===== src/rtl/core/kpb_pkg.sv =====
// Shared types, constants and helper functions for the k-mer presence unit.
// Used by every module under rtl/core; depends on nothing.
package kpb_pkg;

    // K-mer length and the window it needs at two bits per base.
    localparam int KMER_LEN = 8;
    localparam int WIN_W    = 2 * KMER_LEN;
    localparam int RUN_W    = $clog2(KMER_LEN + 1);

    // Field widths of the words on both channels.
    localparam int CHAR_W = 8;
    localparam int ID_W   = 20;
    localparam int CODE_W = 16;
    localparam int CNT_W  = 17;

    // The presence map covers the whole 16-bit code space as rows of 64 bits.
    localparam int MAP_BIT_W  = 6;
    localparam int MAP_BITS   = 1 << MAP_BIT_W;
    localparam int MAP_IDX_W  = CODE_W - MAP_BIT_W;
    localparam int MAP_ROWS   = 1 << MAP_IDX_W;
    localparam int EPOCH_W    = 12;

    // Saturation limit of the distinct count.
    localparam logic [CNT_W-1:0] CNT_MAX = CNT_W'(1 << CODE_W);

    // Character codes.
    localparam logic [CHAR_W-1:0] CH_N_UP = 8'h4E;
    localparam logic [CHAR_W-1:0] CH_N_LO = 8'h6E;
    localparam logic [CHAR_W-1:0] CH_C_UP = 8'h43;
    localparam logic [CHAR_W-1:0] CH_C_LO = 8'h63;
    localparam logic [CHAR_W-1:0] CH_G_UP = 8'h47;
    localparam logic [CHAR_W-1:0] CH_G_LO = 8'h67;
    localparam logic [CHAR_W-1:0] CH_T_UP = 8'h54;
    localparam logic [CHAR_W-1:0] CH_T_LO = 8'h74;

    // Base codes.
    localparam logic [1:0] BASE_A = 2'd0;
    localparam logic [1:0] BASE_C = 2'd1;
    localparam logic [1:0] BASE_G = 2'd2;
    localparam logic [1:0] BASE_T = 2'd3;

    // Result kinds.
    localparam logic RK_REPORT  = 1'b0;
    localparam logic RK_SUMMARY = 1'b1;

    // Configuration register indexes.
    localparam logic REG_REPORT = 1'b0;

    // Input word.
    typedef struct packed {
        logic [CHAR_W-1:0] base_char;
        logic              monomer_start;
        logic              monomer_end;
        logic [ID_W-1:0]   seq_id;
    } t_in_item;

    // Result word.
    typedef struct packed {
        logic              result_kind;
        logic [CODE_W-1:0] kmer_code;
        logic [ID_W-1:0]   owner_id;
        logic [CNT_W-1:0]  distinct_kmers;
        logic              run_last;
    } t_out_item;

    // Classified job passed from the front to the back.
    typedef struct packed {
        logic [CODE_W-1:0] code;
        logic              lookup;
        logic              mono_start;
        logic              mono_end;
        logic [ID_W-1:0]   id;
    } t_job;

    // One row of the presence map with the epoch it was written in.
    typedef struct packed {
        logic [EPOCH_W-1:0]  tag;
        logic [MAP_BITS-1:0] bits;
    } t_map_row;

    // Up to two results handed together from the back to the result queue.
    typedef struct packed {
        logic      push0;
        logic      push1;
        t_out_item res0;
        t_out_item res1;
    } t_res_push;

    // Maps a character to its 2-bit code; unknown characters count as A.
    function automatic logic [1:0] base_code(input logic [CHAR_W-1:0] ch);
        logic [1:0] code;
        begin
            case (ch)
                CH_C_UP, CH_C_LO: code = BASE_C;
                CH_G_UP, CH_G_LO: code = BASE_G;
                CH_T_UP, CH_T_LO: code = BASE_T;
                default:          code = BASE_A;
            endcase
            return code;
        end
    endfunction

    // True for the characters that break a k-mer.
    function automatic logic is_break(input logic [CHAR_W-1:0] ch);
        return (ch == CH_N_UP) || (ch == CH_N_LO);
    endfunction

endpackage


===== src/rtl/core/kpb_resq.sv =====
// Four-entry result queue that takes up to two results per cycle.
// Depends on kpb_pkg.
module kpb_resq (
    input  logic               i_clk,
    input  logic               i_rst_n,
    input  kpb_pkg::t_res_push i_push,
    output logic               o_room,
    input  logic               i_pop,
    output logic               o_empty,
    output kpb_pkg::t_out_item o_item
);

    localparam int DEPTH = 4;

    kpb_pkg::t_out_item r_slot [DEPTH];
    logic [1:0]         r_wp, r_rp, wp1;
    logic [2:0]         r_cnt, n_cnt;
    logic [1:0]         n_push;

    assign o_room  = (r_cnt <= 3'(DEPTH - 2));
    assign o_empty = (r_cnt == 3'd0);
    assign o_item  = r_slot[r_rp];
    assign n_push  = 2'(i_push.push0) + 2'(i_push.push1);
    assign wp1     = i_push.push0 ? r_wp + 2'd1 : r_wp;
    assign n_cnt   = r_cnt + 3'(n_push) - 3'(i_pop);

    // Pointers and fill count.
    always_ff @(posedge i_clk) begin
        if (!i_rst_n) begin
            r_wp  <= '0;
            r_rp  <= '0;
            r_cnt <= '0;
        end else begin
            r_wp  <= r_wp + n_push;
            r_cnt <= n_cnt;
            if (i_pop) begin
                r_rp <= r_rp + 2'd1;
            end
        end
    end

    // The report goes in first, the summary behind it.
    always_ff @(posedge i_clk) begin
        if (i_push.push0) begin
            r_slot[r_wp] <= i_push.res0;
        end
        if (i_push.push1) begin
            r_slot[wp1] <= i_push.res1;
        end
    end

    // Two results are pushed only when two slots are free.
    a_push_room: assert property (@(posedge i_clk) disable iff (!i_rst_n)
        (i_push.push0 || i_push.push1) |-> o_room)
        else $error("result pushed without room");

    // The fill count tracks pushes and pops.
    a_cnt_track: assert property (@(posedge i_clk) disable iff (!i_rst_n)
        1'b1 |=> (r_cnt == $past(n_cnt)) && (r_cnt <= 3'(DEPTH)))
        else $error("result queue count out of step");

endmodule


===== config.mk =====
export PLATFORM = sky130hd
export DESIGN_NAME = kpb_resq
export DESIGN_NICKNAME = d
export VERILOG_FILES = /design/src/rtl/core/kpb_pkg.sv /design/src/rtl/core/kpb_resq.sv
export SDC_FILE = /design/constraint.sdc
export NUM_CORES = 1
export LEC_CHECK = 0
export BUFFER_PORTS_ARGS = -buffer_cell sky130_fd_sc_hd__buf_4
export CAP_MARGIN = 20
export CORE_ASPECT_RATIO = 1.5
export CORE_UTILIZATION = 54
export DETAILED_ROUTE_END_ITERATION = 16
export GPL_TIMING_DRIVEN = 0
export PLACE_DENSITY_LB_ADDON = 0.08
export SETUP_SLACK_MARGIN = 0.3
export SLEW_MARGIN = 25
export SYNTH_ARGS = -nofsm -noshare
export SYNTH_HDL_FRONTEND = slang
export SYNTH_SLANG_ARGS = --single-unit

===== constraint.sdc =====
create_clock -name i_clk -period 6.3 [get_ports i_clk]
set_input_delay 0 -clock i_clk [delete_from_list [all_inputs] [get_ports i_clk]]
set_output_delay 0 -clock i_clk [all_outputs]
set_load 0.01 [all_outputs]

==> metrics.cfg <==
[synth]
synth.distinct_cells=24
synth_warnings=0
synthCells=590
synth_area_um2=11400
ys_seq_area_frac=0.593
synthXorXnorAreaFrac=0.00459
ys_ff_latch=229
muxShareOfSynthArea=0.350
synth_fp_nets=715
synth_edf_count=220
ys.flop_type=edfxtp_1
synthDominantCellAreaShare=0.577
synthSimpleGateAreaFrac=0.00875
synth.avg_cell_area_um2=19.4
synthArstFlopShare=0
synth_top_family_by_area=multiplexers
synth_fa_ha_area_frac=0.0116
synth_top_cell_by_area=edfxtp_1
synth.top_cells.by_area=edfxtp_1 58%, mux2_2 14%, mux4_2 11%
synth-compound-area-share=0.00459

[critical_path]
worstSetupPathType=reg -> reg
crit_required_ns=6.54
critPathMaxFanout=10
crit_chain=inv_1, ha_1, nand2_1, o22ai_1, buf_4, buf_4, mux2_2, dlygate4sd3_1
crit_path_end_kind=flop
arrival_ns=3.10
cp_slowest_stage_delay_ns=0.56
crit_top_cell=buf_4
cp_slowest_cell=dlygate4sd3_1
cp-start-kind=flop

[floorplan]
num_io_pins=172
num_rows=64
initial_core_util=0.556
die_h_um=180
die_area_um2=21800
fp.dieW_um=121
coreArea_um2=20600

[global_route]
grt_overflow_total=0
grt_pass1_vias=7800
grt_first_pass_wirelength_um=41500
grt_use_total=0.250
antenna_found_initial=0
grt_max_degree=35

[timing]
rsz0062_at_grt=no
final_hold_viol_count=0
maxSlewHeadroom=0.519
worstMarginPinSlew_ns=0.722
max_freq_mhz=350
post-route-period-util=0.453
setup_tns_ns=0
setup_viol=0
maxSlewViolCount=0
final.setup_skew_ns=0.0154
period_needed_ns=2.86

[clock_network]
clk_latency_ns=0.50
cts_resized=0
post_cts_buffers=0
clk_pin_slew_ns=0.06
cts_sinks=229
cts_root_buf=clkbuf_16
cts_hold_buf=168
clockBufferDepth=3
cts_tree=built
cts_buffers=22
htree_levels=1

[pwr]
pwr-share-seq=0.449
pwr-share-clk=0.283
p_switching_mw=1.13
leakage_nw=5.93
power.internal_mw=3.33
p_sw_frac=0.253
p_comb_frac=0.268
peakVddDrop_uv=204
p_per_area_nw_per_um2=287

[final_layout]
drive_gt1_frac=0.527
layout_common_cells=220 x edfxtp_1, 177 x buf_4, 168 x dlygate4sd3_1, 142 x mux2_2, 78 x mux2_4
mostFrequentLayoutCell=edfxtp_1
syn2layout_area_growth_pct=35.8
layout.nets=1082
fin_util=0.755
insertedDiodeCount=0

[routing]
ant_nets=0
dr.pass1.iters=4
wl_per_cell_um=21.6
wl_um=26800
route.detailed.drc=0
vias=6913
drtIter0Drc=316
routed_via_density=5.59

[place]
place_congestion=0.771
dp_hpwl_um=16200
io_buffers=171

[flow_run]
drv_cap=0

[hold_path]
hold_path.class=in -> reg

[status]
status=complete, no violations

critical path, delay by kind of cell, from the launching register on:
| kind | cells | cell delay [ns] |
|---|---|---|
| DFF | 1 | 0.47 |
| adders and majority gates | 1 | 0.31 |
| AOI/OAI and AO/OA | 1 | 0.20 |
| and+or+nand+nor | 1 | 0.07 |
| muxes | 1 | 0.36 |
| buffers and inverters | 4 | 1.18 |
synthesized netlist by cell type (2+ instances only):
cell      count
nand2b_1      3
buf_6        14
ha_1          9
a21o_1        2
o32a_1        2
mux2_2      142
buf_4         6
nand2_1       7
inv_1         7
mux4_2       55
mux2_4       78
xnor2_1       4
dfxtp_1       9
clkbuf_1      4
xor2_1        2
and2_1        7
buf_2        11
buf_1         2
edfxtp_1    220
o22ai_1       2
worst paths after layout:
| kind | start | to | slack, ns | depth (start not counted) |
|---|---|---|---|---|
| worst min register to register | r_rp[1] | r_rp[1] | 0.59 | 2 |
| worst max-delay path | r_wp[1] | r_slot[3][28] | 3.44 | 8 |
| worst min-delay path | i_push[111] | r_wp[1] | 0.15 | 5 |
| worst max register to register | r_wp[1] | r_slot[3][28] | 3.44 | 8 |
sequential cells by signal, indices dropped and copies added (netlist names), named ones only:
signal	count
r_wp	2
r_slot	220
r_cnt	3
r_rp	2
routing by layer:
metal | track usage | part of all wire | wire, um
met2 | 0.478 | 0.57 | 15200
met1 | 0.282 | 0.37 | 9890
met5 | 0 | 0 | 0
met4 | 0.0741 | 0.022 | 577
met3 | 0.0364 | 0.042 | 1120
cells by family after synthesis:
| kind of cell | after synthesis |
|---|---|
| adder cells (fa/ha/maj) | 10 |
| buffers and inverters | 44 |
| AO/OA/AOI/OAI | 7 |
| AND/OR/NAND/NOR | 19 |
| XOR/XNOR | 6 |
| multiplexers | 275 |
| flip-flops | 229 |
stage by stage:
step | total power, mW | instances | instance area, um^2 | setup slack, ns | hold slack [ns]
4_1_cts | 4.49 | 1237 | 15500 | 3.49 | 0.137
5_1_grt | 4.62 | 1237 | 15500 | 3.32 | 0.172
3_5_place_dp | 3.12 | 1029 | 13200 | 3.57 | 0.276
2_1_floorplan | 2.68 | 590 | 11400 | 3.28 | 0.122
3_3_place_gp | 3.07 | 1025 | 13100 | 1.93 | 0.262
6_report | 4.46 | 1237 | 15500 | 3.44 | 0.153
power by group through the flow:
stage	combinational [mW]	sequential [mW]	clock (mW)
after floorplan	0.655	2.02	0
after global placement	1.02	2.04	0
after detailed placement	1.08	2.04	0
after CTS	1.20	2.00	1.28
after global routing	1.27	2.02	1.33
final	1.19	2.00	1.27
final cells by class:
class	instances	area, um^2
buffer	37	280
clock buffer	39	676
clock inverter	1	5.00
fill	1242	5050
inverter	7	26.3
multi-input combinational	317	4380
sequential	229	6790
tap	264	330
timing repair buffer	343	3050
Note: power is estimated with default switching activity, not from simulation.
