===== config.mk =====
export PLATFORM = sky130hd
export DESIGN_NAME = kpb_front
export DESIGN_NICKNAME = d
export VERILOG_FILES = /design/src/rtl/core/kpb_pkg.sv /design/src/rtl/core/kpb_front.sv
export SDC_FILE = /design/constraint.sdc
export NUM_CORES = 1
export LEC_CHECK = 0
export BUFFER_PORTS_ARGS = -buffer_cell sky130_fd_sc_hd__buf_4
export CAP_MARGIN = 20
export CORE_MARGIN = 2
export CORE_UTILIZATION = 42
export CTS_CLUSTER_DIAMETER = 50
export DETAILED_ROUTE_END_ITERATION = 12
export HOLD_SLACK_MARGIN = 0.15
export PLACE_DENSITY_LB_ADDON = 0.3
export SETUP_SLACK_MARGIN = 0.2
export SLEW_MARGIN = 10
export SYNTH_ARGS = -nofsm -noshare
export SYNTH_HDL_FRONTEND = slang
export SYNTH_SLANG_ARGS = --single-unit

===== constraint.sdc =====
create_clock -name i_clk -period 2.1 [get_ports i_clk]
set_clock_uncertainty 0.05 [all_clocks]
set_input_delay 0.42 -clock i_clk [delete_from_list [all_inputs] [get_ports i_clk]]
set_output_delay 0.42 -clock i_clk [all_outputs]
set_load 0.02 [all_outputs]

===== src/rtl/core/kpb_pkg.sv =====
// Shared types, constants and helper functions for the k-mer presence unit.
// Used by every module under rtl/core; depends on nothing.
package kpb_pkg;

    // K-mer length and the window it needs at two bits per base.
    localparam int KMER_LEN = 8;
    localparam int WIN_W    = 2 * KMER_LEN;
    localparam int RUN_W    = $clog2(KMER_LEN + 1);

    // Field widths of the words on both channels.
    localparam int CHAR_W = 8;
    localparam int ID_W   = 20;
    localparam int CODE_W = 16;
    localparam int CNT_W  = 17;

    // The presence map covers the whole 16-bit code space as rows of 64 bits.
    localparam int MAP_BIT_W  = 6;
    localparam int MAP_BITS   = 1 << MAP_BIT_W;
    localparam int MAP_IDX_W  = CODE_W - MAP_BIT_W;
    localparam int MAP_ROWS   = 1 << MAP_IDX_W;
    localparam int EPOCH_W    = 12;

    // Saturation limit of the distinct count.
    localparam logic [CNT_W-1:0] CNT_MAX = CNT_W'(1 << CODE_W);

    // Character codes.
    localparam logic [CHAR_W-1:0] CH_N_UP = 8'h4E;
    localparam logic [CHAR_W-1:0] CH_N_LO = 8'h6E;
    localparam logic [CHAR_W-1:0] CH_C_UP = 8'h43;
    localparam logic [CHAR_W-1:0] CH_C_LO = 8'h63;
    localparam logic [CHAR_W-1:0] CH_G_UP = 8'h47;
    localparam logic [CHAR_W-1:0] CH_G_LO = 8'h67;
    localparam logic [CHAR_W-1:0] CH_T_UP = 8'h54;
    localparam logic [CHAR_W-1:0] CH_T_LO = 8'h74;

    // Base codes.
    localparam logic [1:0] BASE_A = 2'd0;
    localparam logic [1:0] BASE_C = 2'd1;
    localparam logic [1:0] BASE_G = 2'd2;
    localparam logic [1:0] BASE_T = 2'd3;

    // Result kinds.
    localparam logic RK_REPORT  = 1'b0;
    localparam logic RK_SUMMARY = 1'b1;

    // Configuration register indexes.
    localparam logic REG_REPORT = 1'b0;

    // Input word.
    typedef struct packed {
        logic [CHAR_W-1:0] base_char;
        logic              monomer_start;
        logic              monomer_end;
        logic [ID_W-1:0]   seq_id;
    } t_in_item;

    // Result word.
    typedef struct packed {
        logic              result_kind;
        logic [CODE_W-1:0] kmer_code;
        logic [ID_W-1:0]   owner_id;
        logic [CNT_W-1:0]  distinct_kmers;
        logic              run_last;
    } t_out_item;

    // Classified job passed from the front to the back.
    typedef struct packed {
        logic [CODE_W-1:0] code;
        logic              lookup;
        logic              mono_start;
        logic              mono_end;
        logic [ID_W-1:0]   id;
    } t_job;

    // One row of the presence map with the epoch it was written in.
    typedef struct packed {
        logic [EPOCH_W-1:0]  tag;
        logic [MAP_BITS-1:0] bits;
    } t_map_row;

    // Up to two results handed together from the back to the result queue.
    typedef struct packed {
        logic      push0;
        logic      push1;
        t_out_item res0;
        t_out_item res1;
    } t_res_push;

    // Maps a character to its 2-bit code; unknown characters count as A.
    function automatic logic [1:0] base_code(input logic [CHAR_W-1:0] ch);
        logic [1:0] code;
        begin
            case (ch)
                CH_C_UP, CH_C_LO: code = BASE_C;
                CH_G_UP, CH_G_LO: code = BASE_G;
                CH_T_UP, CH_T_LO: code = BASE_T;
                default:          code = BASE_A;
            endcase
            return code;
        end
    endfunction

    // True for the characters that break a k-mer.
    function automatic logic is_break(input logic [CHAR_W-1:0] ch);
        return (ch == CH_N_UP) || (ch == CH_N_LO);
    endfunction

endpackage


===== src/rtl/core/kpb_front.sv =====
// Front part: keeps the base window and clean run and classifies each word.
// Depends on kpb_pkg.
module kpb_front (
    input  logic            i_clk,
    input  logic            i_rst_n,
    input  logic            i_accept,
    input  kpb_pkg::t_in_item i_item,
    output kpb_pkg::t_job   o_job
);

    logic [kpb_pkg::WIN_W-1:0] r_win, n_win, win0;
    logic [kpb_pkg::RUN_W-1:0] r_run, n_run, run0;
    logic                      lookup;

    // Next window and run; a monomer start clears them before the base is used.
    always_comb begin
        win0   = i_item.monomer_start ? '0 : r_win;
        run0   = i_item.monomer_start ? '0 : r_run;
        n_win  = '0;
        n_run  = '0;
        lookup = 1'b0;
        if (!kpb_pkg::is_break(i_item.base_char)) begin
            n_win  = {win0[kpb_pkg::WIN_W-3:0], kpb_pkg::base_code(i_item.base_char)};
            n_run  = (run0 < kpb_pkg::RUN_W'(kpb_pkg::KMER_LEN)) ?
                     run0 + kpb_pkg::RUN_W'(1) : run0;
            lookup = (n_run == kpb_pkg::RUN_W'(kpb_pkg::KMER_LEN));
        end
    end

    // The job goes to the queue in the cycle the word is accepted.
    always_comb begin
        o_job.code       = kpb_pkg::CODE_W'(n_win);
        o_job.lookup     = lookup;
        o_job.mono_start = i_item.monomer_start;
        o_job.mono_end   = i_item.monomer_end;
        o_job.id         = i_item.seq_id;
    end

    // Window state advances on every accepted word.
    always_ff @(posedge i_clk) begin
        if (!i_rst_n) begin
            r_win <= '0;
            r_run <= '0;
        end else if (i_accept) begin
            r_win <= n_win;
            r_run <= n_run;
        end
    end

endmodule


==> flow_results.org <==
** Status
- The run finished with clean final reports.

** Floorplan
- I/O pin total :: 72
- The die covers 3060 um^2.
- The initialized floorplan defines 18 standard-cell rows.
- Chip height :: 55.3 um
- The region available for standard cell placement spans 2480 um^2.
- Starting utilization of the core area :: 0.447
- Die Wd :: 55.3 um

** Clocking
- Number of clock sinks seen by CTS :: 18
- The cell sitting at the root of the clock tree is a sky130_fd_sc_hd__clkbuf_4.
- Hold repair after CTS inserted 0 buffers.
- Clock-pin slew on the worst setup and hold paths :: 100 ps
- Clock insertion delay at the later pin of the skew report :: 290 ps
- No sink is reached through more buffers than the 2 on the longest clock path.
- TritonCTS created 3 clock buffers.
- Clock tree from TritonCTS :: done
- CTS built an H-tree with a depth of 1.

** Global routing
- Via count of the first global-routing pass :: between 800 and 900
- Total gr overflow :: 0
- The number of antenna violations at the first check in global routing is 0.
- Overall track demand over capacity in global routing :: 0.158
- Entering global routing, the biggest net connects 13 pins.
- Wire length of the first global-routing pass :: between 3000 and 4000 um

** Yosys
- Fraction of the yosys area taken by sequential cells :: 0.325
- Leading area contributor after synthesis :: sky130_fd_sc_hd__dfxtp_1
- By count the netlist is led by sky130_fd_sc_hd__buf_4, sky130_fd_sc_hd__dfxtp_1, sky130_fd_sc_hd__and2_1.
- Number of flops mapped to enable cells by yosys :: 0
- Flip-flop and latch count after synthesis :: 18
- During synthesis, Yosys emitted a total of 0 warnings.
- Area fraction of the dominant cell type after synthesis :: 0.325
- Number of distinct standard cells referenced by the synthesized netlist :: 33
- Predominant post-synthesis flop cell :: sky130_fd_sc_hd__dfxtp_1
- Number of nets produced by synthesis :: ~160
- Synthesis handed over a netlist of about 120 instances.
- Per-instance average area after synthesis :: 9.08 um^2
- In this run the cell area of the synthesized design comes to ~1100 um^2.
- Most frequently used cell type in the post-synthesis netlist :: sky130_fd_sc_hd__buf_4
- Cell types with the largest area share after synthesis :: sky130_fd_sc_hd__dfxtp_1, sky130_fd_sc_hd__buf_4, sky130_fd_sc_hd__a22o_1
- Async set or reset register ratio after synthesis :: 0

** Critical path
- The worst setup path is launched from a register.
- Largest driver fanout on the critical path :: 2
- The largest single stage delay on the critical path is approximately 340 ps.
- The number of buffers and inverters on the critical path is 2.
- STA puts the critical path data required time at 1630 ps.
- The critical path goes through nand2b_1 > inv_2 > ha_4 > nor2_4 > a22oi_2 > nor4bb_1 > buf_4.
- Critical path capture point type :: output pin
- Critical-path top delay cell :: sky130_fd_sc_hd__dfxtp_2
- For the worst setup path, the data arrival time is 1610 ps.
- The setup check on the worst reg-to-reg path leaves a slack of about 850 ps.
- The setup path with the least slack is of type register to output pin.
- Grouping stages by cell kind, the critical path spends the most delay in simple AND/OR/NAND/NOR gates.

** Routing
- Number of remaining DRC errors :: 0
- The routed layout has roughly 890 vias.
- Detailed-route vias per instance :: between 5 and 6
- First-pass DRT Iterations :: 4
- Overall routed net length :: between 2000 and 2500 um
- Routed length per instance :: 15.1 um
- Final antenna-violating net count :: 0
- Number of DRC markers after the initial detailed-route iteration :: 22

** Cells and area
- The net count of the finished layout is ~170.
- Leaving out filler cells and counting taps, the final layout contains roughly 160.
- The repair_antennas step left the layout with diodes totalling 0.
- From synthesis to final layout, the design area changed by 25.2%.
- Share of post-route cells with drive strength above 1 :: 0.496

** Timing
- Fin. max-slew vios :: 0
- The final number of hold-violating endpoints is 0.
- Based on the critical path, the design can be clocked at up to approximately 0.48 GHz.
- Adding up every negative setup slack in the final design gives 0 ps.
- In this run the tightest slew margin relative to its limit is 0.483.
- Final cycle utilization of the critical path :: 0.991
- In the post-route analysis, the smallest setup slack over all paths is around 18 ps.
- Final min period :: about 2100 ps
- Actual transition at the worst max-transition pin :: 774 ps
- Number of endpoints failing setup at the final stage :: 0
- RSZ-0062 raised after global routing :: true

** Placement
- Once placement completed, the tool counted placed cells totaling between 150 and 200.
- Final weighted congestion of routability-driven global placement :: roughly 0.82
- Detailed placement ended at an HPWL of 1630 um.
- Before CTS, the worst setup slack after placement is -4.95 ps.
- Port buffering added 28 buffers.

** Pwr
- The worst-case IR drop observed on VDD is ~0.26 mV.
- Dividing total power by cell area gives a power density of roughly 470 nW/um^2.
- Cell leakage power :: 0.603 nW

** Run
- Number of max-cap violations :: 0

** Worst hold path
- Class of the tightest hold or removal check :: primary input to register
[cell usage in the layout (no fill, tap or decap), drive strengths merged, types with 4 or more instances in the layout]
cell / synthesis / routed
o21ai: 6 / 6
buf: 25 / 35
nand2b: 4 / 4
nand2: 5 / 5
nor2b: 5 / 5
dfxtp: 18 / 18
and2: 14 / 14
a22o: 12 / 12
clkbuf: 3 / 4
[area by class of cell]
class                      count  area [um^2]
fill                         230         1090
timing repair buffer          35          334
tap                           30         37.5
inverter                       3         11.3
sequential                    18          364
multi-input combinational     73          603
clock buffer                   4         36.3
[path summary, 6_finish.rpt]
check,start,endpoint,depth (start not counted)
worst max-delay path,r_run[0],o_job[22],7
worst min register to register,r_win[12],r_win[12],1
worst max register to register,r_run[1],r_run[2],5
worst min-delay path,i_accept,r_run[0],2
[flip-flops by register name, summed over array words and instances (netlist names)]
register	count
r_win	14
r_run	4
[where the power goes]
group          internal, W  switching [W]  total (W)
sequential        0.000344     0.00000167   0.000346
clock             0.000106       0.000106   0.000212
combinational    0.0000474      0.0000460  0.0000934
total             0.000497       0.000154   0.000651
[worst register-to-register path, stage by stage, from the launching register on]
cell	delay (ps)
sky130_fd_sc_hd__dfxtp_2	350
sky130_fd_sc_hd__nor2b_4	150
sky130_fd_sc_hd__ha_4	130
sky130_fd_sc_hd__nor2b_1	140
sky130_fd_sc_hd__o21ai_1	90
sky130_fd_sc_hd__a41o_1	240
[timing repair]
action / 4_1_cts / 5_1_grt
buffers inserted: 3 / 0
endpoints found under the setup margin: 15 / 15
gates cloned: 1 / 0
pin swaps: 9 / 5
gates resized for setup: 39 / 4
[metal layers]
metal,vias up,track usage,routed length [um]
met5,-,0,0
met4,0,0.0976,77
met3,10,0.0375,223
met2,52,0.248,1090
met1,403,0.194,1070
li1,427,-,-
[per-stage QoR]
step | instance area, um^2 | util | hold slack (ps) | total power (W)
6_report | 1390 | 0.560 | 340 | 0.000651
3_5_place_dp | 1180 | 0.475 | 403 | 0.000427
3_3_place_gp | 1180 | 0.475 | 402 | 0.000424
2_1_floorplan | 1110 | - | 384 | 0.000454
4_1_cts | 1380 | 0.555 | 328 | 0.000651
5_1_grt | 1390 | 0.560 | 340 | 0.000680
[kinds of logic (layout without fill, tap and decap cells)]
logic type,after synthesis,count (layout),synth area share
compound gates,27,27,0.200
fa+ha+maj,1,1,0.0113
mux,1,1,0.00904
simple gates,44,44,0.263
flops,18,18,0.325
buf+inv,31,42,0.191
(Power assumes the default switching activity.)
