--- src/rtl/core/kpb_pkg.sv ---
// Shared types, constants and helper functions for the k-mer presence unit.
// Used by every module under rtl/core; depends on nothing.
package kpb_pkg;

    // K-mer length and the window it needs at two bits per base.
    localparam int KMER_LEN = 8;
    localparam int WIN_W    = 2 * KMER_LEN;
    localparam int RUN_W    = $clog2(KMER_LEN + 1);

    // Field widths of the words on both channels.
    localparam int CHAR_W = 8;
    localparam int ID_W   = 20;
    localparam int CODE_W = 16;
    localparam int CNT_W  = 17;

    // The presence map covers the whole 16-bit code space as rows of 64 bits.
    localparam int MAP_BIT_W  = 6;
    localparam int MAP_BITS   = 1 << MAP_BIT_W;
    localparam int MAP_IDX_W  = CODE_W - MAP_BIT_W;
    localparam int MAP_ROWS   = 1 << MAP_IDX_W;
    localparam int EPOCH_W    = 12;

    // Saturation limit of the distinct count.
    localparam logic [CNT_W-1:0] CNT_MAX = CNT_W'(1 << CODE_W);

    // Character codes.
    localparam logic [CHAR_W-1:0] CH_N_UP = 8'h4E;
    localparam logic [CHAR_W-1:0] CH_N_LO = 8'h6E;
    localparam logic [CHAR_W-1:0] CH_C_UP = 8'h43;
    localparam logic [CHAR_W-1:0] CH_C_LO = 8'h63;
    localparam logic [CHAR_W-1:0] CH_G_UP = 8'h47;
    localparam logic [CHAR_W-1:0] CH_G_LO = 8'h67;
    localparam logic [CHAR_W-1:0] CH_T_UP = 8'h54;
    localparam logic [CHAR_W-1:0] CH_T_LO = 8'h74;

    // Base codes.
    localparam logic [1:0] BASE_A = 2'd0;
    localparam logic [1:0] BASE_C = 2'd1;
    localparam logic [1:0] BASE_G = 2'd2;
    localparam logic [1:0] BASE_T = 2'd3;

    // Result kinds.
    localparam logic RK_REPORT  = 1'b0;
    localparam logic RK_SUMMARY = 1'b1;

    // Configuration register indexes.
    localparam logic REG_REPORT = 1'b0;

    // Input word.
    typedef struct packed {
        logic [CHAR_W-1:0] base_char;
        logic              monomer_start;
        logic              monomer_end;
        logic [ID_W-1:0]   seq_id;
    } t_in_item;

    // Result word.
    typedef struct packed {
        logic              result_kind;
        logic [CODE_W-1:0] kmer_code;
        logic [ID_W-1:0]   owner_id;
        logic [CNT_W-1:0]  distinct_kmers;
        logic              run_last;
    } t_out_item;

    // Classified job passed from the front to the back.
    typedef struct packed {
        logic [CODE_W-1:0] code;
        logic              lookup;
        logic              mono_start;
        logic              mono_end;
        logic [ID_W-1:0]   id;
    } t_job;

    // One row of the presence map with the epoch it was written in.
    typedef struct packed {
        logic [EPOCH_W-1:0]  tag;
        logic [MAP_BITS-1:0] bits;
    } t_map_row;

    // Up to two results handed together from the back to the result queue.
    typedef struct packed {
        logic      push0;
        logic      push1;
        t_out_item res0;
        t_out_item res1;
    } t_res_push;

    // Maps a character to its 2-bit code; unknown characters count as A.
    function automatic logic [1:0] base_code(input logic [CHAR_W-1:0] ch);
        logic [1:0] code;
        begin
            case (ch)
                CH_C_UP, CH_C_LO: code = BASE_C;
                CH_G_UP, CH_G_LO: code = BASE_G;
                CH_T_UP, CH_T_LO: code = BASE_T;
                default:          code = BASE_A;
            endcase
            return code;
        end
    endfunction

    // True for the characters that break a k-mer.
    function automatic logic is_break(input logic [CHAR_W-1:0] ch);
        return (ch == CH_N_UP) || (ch == CH_N_LO);
    endfunction

endpackage

--- src/rtl/core/kpb_jobq.sv ---
// Four-entry queue of classified jobs between the front and the back.
// Depends on kpb_pkg.
module kpb_jobq (
    input  logic          i_clk,
    input  logic          i_rst_n,
    input  logic          i_push,
    input  kpb_pkg::t_job i_job,
    output logic          o_full,
    input  logic          i_pop,
    output logic          o_empty,
    output kpb_pkg::t_job o_job
);

    localparam int DEPTH = 4;

    kpb_pkg::t_job r_slot [DEPTH];
    logic [1:0]    r_wp, r_rp;
    logic [2:0]    r_cnt;

    assign o_full  = (r_cnt == 3'(DEPTH));
    assign o_empty = (r_cnt == 3'd0);
    assign o_job   = r_slot[r_rp];

    // Pointers and fill count.
    always_ff @(posedge i_clk) begin
        if (!i_rst_n) begin
            r_wp  <= '0;
            r_rp  <= '0;
            r_cnt <= '0;
        end else begin
            if (i_push) begin
                r_wp <= r_wp + 2'd1;
            end
            if (i_pop) begin
                r_rp <= r_rp + 2'd1;
            end
            r_cnt <= r_cnt + 3'(i_push) - 3'(i_pop);
        end
    end

    // Payload storage.
    always_ff @(posedge i_clk) begin
        if (i_push) begin
            r_slot[r_wp] <= i_job;
        end
    end

endmodule

--- config.mk ---
export PLATFORM = sky130hd
export DESIGN_NAME = kpb_jobq
export DESIGN_NICKNAME = d
export VERILOG_FILES = /design/src/rtl/core/kpb_pkg.sv /design/src/rtl/core/kpb_jobq.sv
export SDC_FILE = /design/constraint.sdc
export NUM_CORES = 1
export LEC_CHECK = 0
export ABC_AREA = 1
export ABC_CLOCK_PERIOD_IN_PS = 2130
export BUFFER_PORTS_ARGS = -buffer_cell sky130_fd_sc_hd__buf_2
export CAP_MARGIN = 0
export CORE_AREA = 2 2 143 145
export CTS_BUF_LIST = sky130_fd_sc_hd__clkbuf_2
export DETAILED_ROUTE_END_ITERATION = 7
export DIE_AREA = 0 0 145 147
export GPL_TIMING_DRIVEN = 0
export RECOVER_POWER = 100
export SLEW_MARGIN = 10
export SYNTH_ARGS = -nofsm -noshare
export SYNTH_HDL_FRONTEND = slang
export SYNTH_SLANG_ARGS = --single-unit
--- constraint.sdc ---
create_clock -name i_clk -period 2.13 [get_ports i_clk]
set_input_delay 0.3195 -clock i_clk [delete_from_list [all_inputs] [get_ports i_clk]]
set_output_delay 0.3195 -clock i_clk [all_outputs]
set_load 0.01 [all_outputs]
==> metrics.yaml, run 1 <==
synthesis:
  synth-main-ff-cell: "edfxtp_1"
  synth_top_cell_by_area: "edfxtp_1"
  synth_edf_count: 156
  synth.avg_cell_area_um2: 12.9
  synth_common_cells: "edfxtp_1, inv_1, nand2_1, a21oi_1, o211ai_1"
  yosysWarnings: 0
  ys_ff_latch: 165
  synthCells: 511
  synth.distinct_cells: 17
  ys_seq_area_share_pct: 73.7
  yosysMostFrequentCell: "edfxtp_1"
  synth_top_area_share_pct: 71.0
  synth_area_mm2: 0.00660
  async_flop_share_pct: 0
  synthesis.nets: 561
  synth.area.top_cells: "edfxtp_1, inv_1, nand2_1"
grt:
  grt_util_all_layers_pct: 14.2
  grt_pass1_wl_mm: 22.8
  antenna_found_initial: 1
  grt_pass1_vias: 4339
  grt_max_degree: 23
  gr-total-overflow: 0
setup_path:
  path_class: "flip-flop to output pin"
  startpoint_type: "flip-flop"
  cp.required_ns: 1.81
  end_kind: "output pin"
  worst_r2r_startpoint: "r_wp[0]"
  critPathMaxFanout: 10
  reg2reg_setup_slack_ns: -0.04
  slowest_delay_ns: 0.42
  reg2regPathDepth: 5
  cp_slowest_cell: "dfxtp_4"
  crit_chain: "clkbuf_16 -> buf_4 -> o21ai_1 -> nand2_1 -> buf_2"
  worstPathArrival_ns: 1.86
  regToRegEndpoint: "r_slot[2][34]"
clock_network:
  cts_buffers: 17
  cts.sinks: 165
  clk_path_buf_depth: 2
  htreeDepth: 4
  cts_root_buf: "clkbuf_2"
  clk_pin_slew_worst_paths_ns: 0.18
  insertion_delay_ns: 0.72
  cts_tree: "done"
timing:
  final.setup_skew_ns: 0.0304
  setup_ws_ns: -0.0446
  min_period_ns: 2.17
  slew_headroom_pct: 29.4
  setup_viol: 43
  hold_ws_ns: 0.372
  fmax_ghz: 0.460
  final_min_period_over_clock_period_pct: 102
  rsz0062_at_grt: "true"
  finalHoldViolCount: 0
  drv_slew: 0
  worst_slew_pin_slew_ns: 1.06
detailed_routing:
  via_count: 4245
  avgRoutedWirePerCell_um: 15.7
  dr.pass1.iters: 5
  wl_mm: 14.8
  ant_nets: 0
  drt_first_iter_violations: 259
  avgViaCountPerCell: 4.49
  drc: 0
power_and_ir_drop:
  ir_worst_vdd_mv: 0.310
  p_leak_nw: 3.22
  finalPower_mw: 6.25
  p_per_area_mw_per_mm2: 745
place:
  hpwl_mm: 9.51
  portBuffers: 83
  pre_cts_ws_ns: 0.410
  placed_area_mm2: 0.00744
  routabilityCongestion: 0.687
floorplan:
  core_area_mm2: 0.0198
  initial_core_util_pct: 33.2
  dieArea_mm2: 0.0213
  io-pin-count: 84
  die_y_um: 147
  rows: 52
  die_w_um: 145
worst_hold_path:
  holdPathStages: 3
  min_from: "i_pop"
  min_path_type: "input port to flip-flop"
final_layout:
  syn2layout_area_growth_pct: 27.2
  fin_area_mm2: 0.00839
  final_nets: 714
  drive_above_1_share_pct: 20.6
run_status:
  violations: "setup timing"
  status: "complete, but fails checks"
flow_run:
  cap_violations: 0
==> timing repair <==
action	in CTS	in global routing
pin swaps	8	28
setup endpoints to repair	39	39
endpoints found under the hold margin	165	0
cloned	1	1
gates resized for setup	40	82
hold buffers	43	0
setup buffers	1	2
==> worst max-delay path by stage <==
stage	start	endpoint	slack [ns]	cells after the start
2_1_floorplan	r_wp[0]	r_slot[2][0]	0.38	4
4_1_cts	flip-flop	o_job[4]	-0.14	6
3_3_place_gp	r_wp[0]	r_slot[2][30]	-0.31	4
6_report	flip-flop	o_job[13]	-0.04	5
5_1_grt	flip-flop	o_job[12]	-0.21	6
3_5_place_dp	i_pop	r_cnt[2]	0.41	9
==> metrics by stage <==
stage	TNS (ns)	utilization, %	std cells
final	-0.827	42.3	945
after global routing	-12.34	42.3	945
after CTS	-4.24	41.4	942
after detailed placement	0	37.5	868
after global placement	-39.93	37.0	864
after floorplan	0	-	511
==> cells in the final DEF (no fill, tap or decap), types with 2 or more instances in the layout <==
| cell type | count |
|---|---|
| o21ai_1 | 35 |
| buf_2 | 38 |
| edfxtp_1 | 156 |
| buf_4 | 6 |
| buf_12 | 12 |
| dfxtp_1 | 7 |
| buf_8 | 4 |
| bufinv_16 | 2 |
| clkbuf_1 | 41 |
| inv_1 | 94 |
| dlygate4sd3_1 | 43 |
| nor2_1 | 2 |
| o21ai_0 | 4 |
| dfxtp_4 | 2 |
| clkbuf_4 | 4 |
| ha_1 | 6 |
| o211ai_1 | 39 |
| clkinv_4 | 2 |
| a21oi_2 | 29 |
| clkinvlp_4 | 2 |
| nand2_1 | 88 |
| clkinv_2 | 3 |
| buf_6 | 9 |
| a21oi_1 | 16 |
| o21ai_2 | 4 |
| clkbuf_2 | 19 |
==> logic make-up (layout without fill, tap and decap cells) <==
| family | Yosys count | count (layout) | share of synthesized area, % |
|---|---|---|---|
| other | 0 | 1 | 0 |
| AO/OA/AOI/OAI | 127 | 127 | 11.1 |
| flip-flops | 165 | 165 | 73.7 |
| adder cells (fa/ha/maj) | 7 | 7 | 1.44 |
| buffers and inverters | 120 | 283 | 8.42 |
| AND/OR/NAND/NOR | 92 | 92 | 5.27 |
==> critical path, delay by kind of cell, from the launching register on <==
kind	cells	cell delay [ns]
buf+inv	3	0.49
flops	1	0.42
compound gates	1	0.15
simple gates	1	0.08
==> metal layers <==
metal / track usage [%] / wire length (um) / share of wire, %
met3: 3.35 / 530 / 3.6
met4: 5.84 / 243 / 1.6
met5: 0 / 0 / 0
met2: 25.0 / 7740 / 52
met1: 16.8 / 6320 / 43
==> flip-flops by register name (all words and copies together), names as in the netlist, named ones only <==
signal and flops:
r_slot 156, r_cnt 3, r_rp 2, r_wp 2
==> where the power goes <==
part / switching (mW) / internal [mW] / total [mW]
Clock: 1.00 / 0.520 / 1.52
Combinational: 0.555 / 0.416 / 0.972
Sequential: 0.0494 / 3.70 / 3.75
==> final cells by class <==
| class | instances | area, um2 |
|---|---|---|
| clock inverters | 10 | 111 |
| clock buffers | 19 | 95.1 |
| inverters | 94 | 353 |
| well taps | 270 | 338 |
| fillers | 1858 | 11500 |
| flip-flops and latches | 165 | 4870 |
| diodes | 1 | 2.50 |
| repair buffers | 135 | 961 |
| plain buffers | 25 | 357 |
| multi-input cells | 226 | 1300 |
Power figures use the tool's default switching activity.
==> inputs of run 2 (changes only) <==
--- a/config.mk
+++ b/config.mk
@@ -6,7 +6,7 @@
 export NUM_CORES = 1
 export LEC_CHECK = 0
 export ABC_AREA = 1
-export ABC_CLOCK_PERIOD_IN_PS = 2130
+export ABC_CLOCK_PERIOD_IN_PS = 2600
 export BUFFER_PORTS_ARGS = -buffer_cell sky130_fd_sc_hd__buf_2
 export CAP_MARGIN = 0
 export CORE_AREA = 2 2 143 145
==> constraint.sdc (replaced) <==
create_clock -name i_clk -period 2.6 [get_ports i_clk]
set_input_delay 0.39 -clock i_clk [delete_from_list [all_inputs] [get_ports i_clk]]
set_output_delay 0.39 -clock i_clk [all_outputs]
set_load 0.01 [all_outputs]
==> metrics.yaml, run 2 (same netlist as run 1, synthesis figures left out) <==
setup_path:
  cp.required_ns: 2.96
  slowest_delay_ns: 0.74
  crit_chain: "inv_1 -> ha_1 -> nand2_1 -> inv_1 -> clkbuf_2"
  cp_slowest_cell: "inv_1"
  critPathMaxFanout: 22
  startpoint_type: "flip-flop"
  critPathBufInv: 3
  crit_start: "r_wp[0]"
  critPathTopFamily: "buffers and inverters"
  worst_r2r_startpoint: "r_wp[0]"
  crit_top_cell: "inv_1"
  worstPathArrival_ns: 2.77
  end_kind: "flip-flop"
  path_class: "flip-flop to flip-flop"
grt:
  grt_pass1_vias: 4307
  grt_use_met1_pct: 16.9
  use_met2_pct: 24.7
  grt_pass1_wl_mm: 22.7
  grt_max_degree: 23
  antenna_found_initial: 1
  gr-total-overflow: 0
  grt_busiest_layer: "met2"
  gr-usage-met3_pct: 3.60
  grt_util_all_layers_pct: 14.1
place:
  hpwl_mm: 9.51
  portBuffers: 83
  routabilityCongestion: 0.687
final_layout:
  final_cell_mix: "edfxtp_1, inv_1, nand2_1"
  layout_commonest_cell: "edfxtp_1"
  largestRegisters: "r_slot: 156 flops, r_cnt: 3 flops"
  multi_input_area_mm2: 0.00118
  fill_cells: 1901
  largest-register: "r_slot"
  largest_reg_flops: 156
  drive_above_1_share_pct: 11.6
  seq_area_mm2: 0.00486
  fin_util_pct: 40.0
  syn2layout_area_growth_pct: 20.2
  final_nets: 710
clock_network:
  cts_root_buf: "clkbuf_2"
  clk_pin_slew_worst_paths_ns: 0.22
  cts_buffers: 17
  insertion_delay_ns: 0.71
  cts_tree: "done"
  clk_path_buf_depth: 2
  cts_resized: 0
  cts.sinks: 165
  htreeDepth: 4
power_and_ir_drop:
  p_per_area_mw_per_mm2: 627
  ir_worst_vdd_mv: 0.257
  finalPower_mw: 4.98
  p_leak_nw: 3.04
floorplan:
  initial_core_util_pct: 33.2
  dieArea_mm2: 0.0213
  die_w_um: 145
  die_y_um: 147
  rows: 52
  io-pin-count: 84
  core_area_mm2: 0.0198
timing:
  finalHoldViolCount: 0
  setup_viol: 0
  worst_slew_pin_slew_ns: 1.02
  min_period_ns: 2.41
  slew_headroom_pct: 31.7
  rsz0062_at_grt: "false"
  drv_slew: 0
  fmax_ghz: 0.415
  final_min_period_over_clock_period_pct: 92.8
  final.setup_skew_ns: 0.0317
  hold_ws_ns: 0.454
  fin_setup_tns_ns: 0
worst_hold_path:
  min_path_type: "input port to flip-flop"
  min_from: "i_job[35]"
detailed_routing:
  drt_first_iter_violations: 269
  dr.pass1.iters: 5
  avgRoutedWirePerCell_um: 15.5
  ant_nets: 0
  wl_mm: 14.6
  avgViaCountPerCell: 4.46
  via_count: 4200
  drc: 0
run_status:
  status: "finished, final reports clean"
flow_run:
  cap_violations: 0
run 2: cell types whose count changed in the layout (fill, tap and decap cells not counted), sizes merged:
cell    before  now
buf         70   34
clkbuf      66   98
run 2: final timing paths:
check / slack (ns) / cells past startpoint / to
worst min register to register: 0.49 / 2 / r_rp[1]
worst max register to register: 0.19 / 5 / r_slot[2][34]
worst max-delay path: 0.19 / 5 / r_slot[2][34]
worst min-delay path: 0.45 / 2 / r_slot[2][35]
run 2: power by group:
group	switching (mW)	internal, mW	total (mW)
clock	0.817	0.426	1.24
combinational	0.426	0.238	0.665
sequential	0.0334	3.03	3.07
total	1.28	3.70	4.98
run 2: metal layers:
| layer | wire [um] | share of wire (%) | vias up |
|---|---|---|---|
| li1 | - | - | 2053 |
| met1 | 6290 | 43 | 2037 |
| met2 | 7550 | 52 | 96 |
| met3 | 582 | 4.0 | 14 |
| met4 | 190 | 1.3 | 0 |
| met5 | 0 | 0 | - |
run 2: cell type report:
class | count | area share (%)
antenna | 1 | 0.0316
buffer | 26 | 2.56
clock buffer | 19 | 1.20
clock inverter | 10 | 1.40
inverter | 94 | 4.45
multi-input combinational | 226 | 14.8
sequential | 165 | 61.3
tap | 270 | 4.26
timing repair buffer | 130 | 9.94
run 2: metrics by stage:
step	cells	setup WS [ns]	area, um2
floorplan	511	0.851	6600
global placement	864	0.163	7350
detailed placement	868	0.810	7440
CTS	940	0.132	8080
global route	941	0.00987	7930
finish	941	0.188	7930
run 2: timing repair:
item	in CTS	in global routing
hold buffers	43	0
endpoints found under the hold margin	165	0
buffers inserted	0	0
==> inputs of run 3 (changes only) <==
--- a/config.mk
+++ b/config.mk
@@ -6,11 +6,10 @@
 export NUM_CORES = 1
 export LEC_CHECK = 0
 export ABC_AREA = 1
-export ABC_CLOCK_PERIOD_IN_PS = 2600
+export ABC_CLOCK_PERIOD_IN_PS = 2200
 export BUFFER_PORTS_ARGS = -buffer_cell sky130_fd_sc_hd__buf_2
 export CAP_MARGIN = 0
 export CORE_AREA = 2 2 143 145
-export CTS_BUF_LIST = sky130_fd_sc_hd__clkbuf_2
 export DETAILED_ROUTE_END_ITERATION = 7
 export DIE_AREA = 0 0 145 147
 export GPL_TIMING_DRIVEN = 0
==> constraint.sdc (replaced) <==
create_clock -name i_clk -period 2.2 [get_ports i_clk]
set_input_delay 0.33 -clock i_clk [delete_from_list [all_inputs] [get_ports i_clk]]
set_output_delay 0.33 -clock i_clk [all_outputs]
set_load 0.01 [all_outputs]
==> metrics.yaml, run 3 (same netlist as run 1, synthesis figures left out) <==
setup_path:
  reg2reg_setup_slack_ns: 0.21
  cp.required_ns: 1.87
  slowest_delay_ns: 0.30
  path_class: "flip-flop to output pin"
  worstPathArrival_ns: 1.72
  worst_r2r_startpoint: "r_wp[0]"
  critPathTopFamily: "buffers and inverters"
  crit_cells: 6
  cp-endpoint: "o_job[31]"
  critPathMaxFanout: 10
  reg2regPathDepth: 5
  critPathBufInv: 4
  startpoint_type: "flip-flop"
  end_kind: "output pin"
  cp_slowest_cell: "dfxtp_1"
  regToRegEndpoint: "r_slot[0][27]"
  crit_chain: "buf_2 -> buf_6 -> clkbuf_2 -> o211ai_1 -> nand2_1 -> clkbuf_1"
clock_network:
  insertion_delay_ns: 0.42
  cts_buffers: 17
  cts.sinks: 165
  ctsHoldBuffers: 0
  cts_root_buf: "clkbuf_16"
  post_cts_buffers: 0
  clk_path_buf_depth: 2
  htreeDepth: 4
  cts_tree: "done"
  clk_pin_slew_worst_paths_ns: 0.06
  cts_resized: 0
grt:
  grt_pass1_wl_mm: 22.3
  antenna_found_initial: 0
  grt_pass1_vias: 4122
  gr-total-overflow: 0
  grt_util_all_layers_pct: 14.0
  grt_max_degree: 23
floorplan:
  core_area_mm2: 0.0198
  dieArea_mm2: 0.0213
  rows: 52
  die_w_um: 145
  initial_core_util_pct: 33.2
  io-pin-count: 84
  die_y_um: 147
detailed_routing:
  drt_first_iter_violations: 301
  dr.pass1.iters: 4
  avgViaCountPerCell: 4.51
  wl_mm: 14.6
  via_count: 4041
  ant_nets: 0
  avgRoutedWirePerCell_um: 16.2
  drc: 0
power_and_ir_drop:
  ir_worst_vdd_mv: 0.530
  p_per_area_mw_per_mm2: 900
  p_leak_nw: 2.98
final_layout:
  final_cell_mix: "edfxtp_1, inv_1, nand2_1"
  syn2layout_area_growth_pct: 19.7
  fin_area_mm2: 0.00789
  fin_util_pct: 39.8
  antenna_cells: 0
  drive_above_1_share_pct: 11.0
  layout_commonest_cell: "edfxtp_1"
  largest_reg_flops: 156
  largest-register: "r_slot"
  final_nets: 667
  largestRegisters: "r_slot: 156 flops, r_cnt: 3 flops"
timing:
  finalHoldViolCount: 0
  fmax_ghz: 0.488
  min_period_ns: 2.05
  setup_viol: 0
  worst_slew_pin_slew_ns: 1.05
  drv_slew: 0
  rsz0062_at_grt: "false"
  slew_headroom_pct: 29.9
  setup_ws_ns: 0.152
  final.setup_skew_ns: 0.0173
  final_min_period_over_clock_period_pct: 93.1
place:
  hpwl_mm: 9.51
  routabilityCongestion: 0.687
  placed_area_mm2: 0.00744
  portBuffers: 83
  pre_cts_ws_ns: 0.470
run_status:
  status: "finished, final reports clean"
flow_run:
  cap_violations: 0
worst_hold_path:
  min_path_type: "input port to flip-flop"
-- run 3: cell types whose count changed in the layout (fill, tap and decap cells not counted), sizes merged --
cell	previous run	this run
dlygate4sd3	43	0
clkbuf	98	93
buf	34	39
diode	1	0
-- run 3: area by class of cell --
class / instances / area [um2]
Inverter: 94 / 353
Buffer: 26 / 195
Fill cell: 1889 / 12000
Clock inverter: 10 / 111
Clock buffer: 19 / 433
Multi-Input combinational cell: 226 / 1180
Sequential cell: 165 / 4860
Timing Repair Buffer: 87 / 423
Tap cell: 270 / 338
-- run 3: power breakdown --
group / total (mW) / internal [mW] / switching [mW] / leakage [nW]
registers: 3.63 / 3.59 / 0.0404 / 1.51
logic: 0.734 / 0.238 / 0.496 / 1.21
clock network: 2.74 / 1.64 / 1.10 / 0.262
total: 7.11 / 5.47 / 1.64 / 2.98
-- run 3: how the worst min path moves through the flow --
stage / cells after the start / slack (ns) / from / endpoint
global placement: 2 / 0.45 / r_rp[1] / r_rp[1]
detailed placement: 2 / 0.47 / r_rp[1] / r_rp[1]
CTS: 1 / 0.10 / i_job[28] / r_slot[3][28]
finish: 2 / 0.15 / i_pop / r_rp[0]
global route: 1 / 0.15 / i_job[13] / r_slot[2][13]
floorplan: 1 / 0.42 / i_pop / flip-flop
-- run 3: metrics by stage --
| step | TNS (ns) | instances | total power [mW] | hold slack [ns] |
|---|---|---|---|---|
| floorplan | 0 | 511 | 4.11 | 0.422 |
| global placement | -29.26 | 864 | 4.43 | 0.452 |
| detailed placement | 0 | 868 | 4.48 | 0.465 |
| CTS | 0 | 897 | 7.21 | 0.102 |
| global route | 0 | 897 | 7.40 | 0.150 |
| finish | 0 | 897 | 7.11 | 0.154 |
-- run 3: routing by layer --
layer | global-route usage [%] | vias to the layer above | wire length [um]
met1 | 16.4 | 1979 | 6280
met3 | 4.16 | 6 | 553
li1 | - | 1970 | -
met4 | 4.31 | 0 | 95
met5 | 0 | - | 0
met2 | 24.7 | 86 | 7640
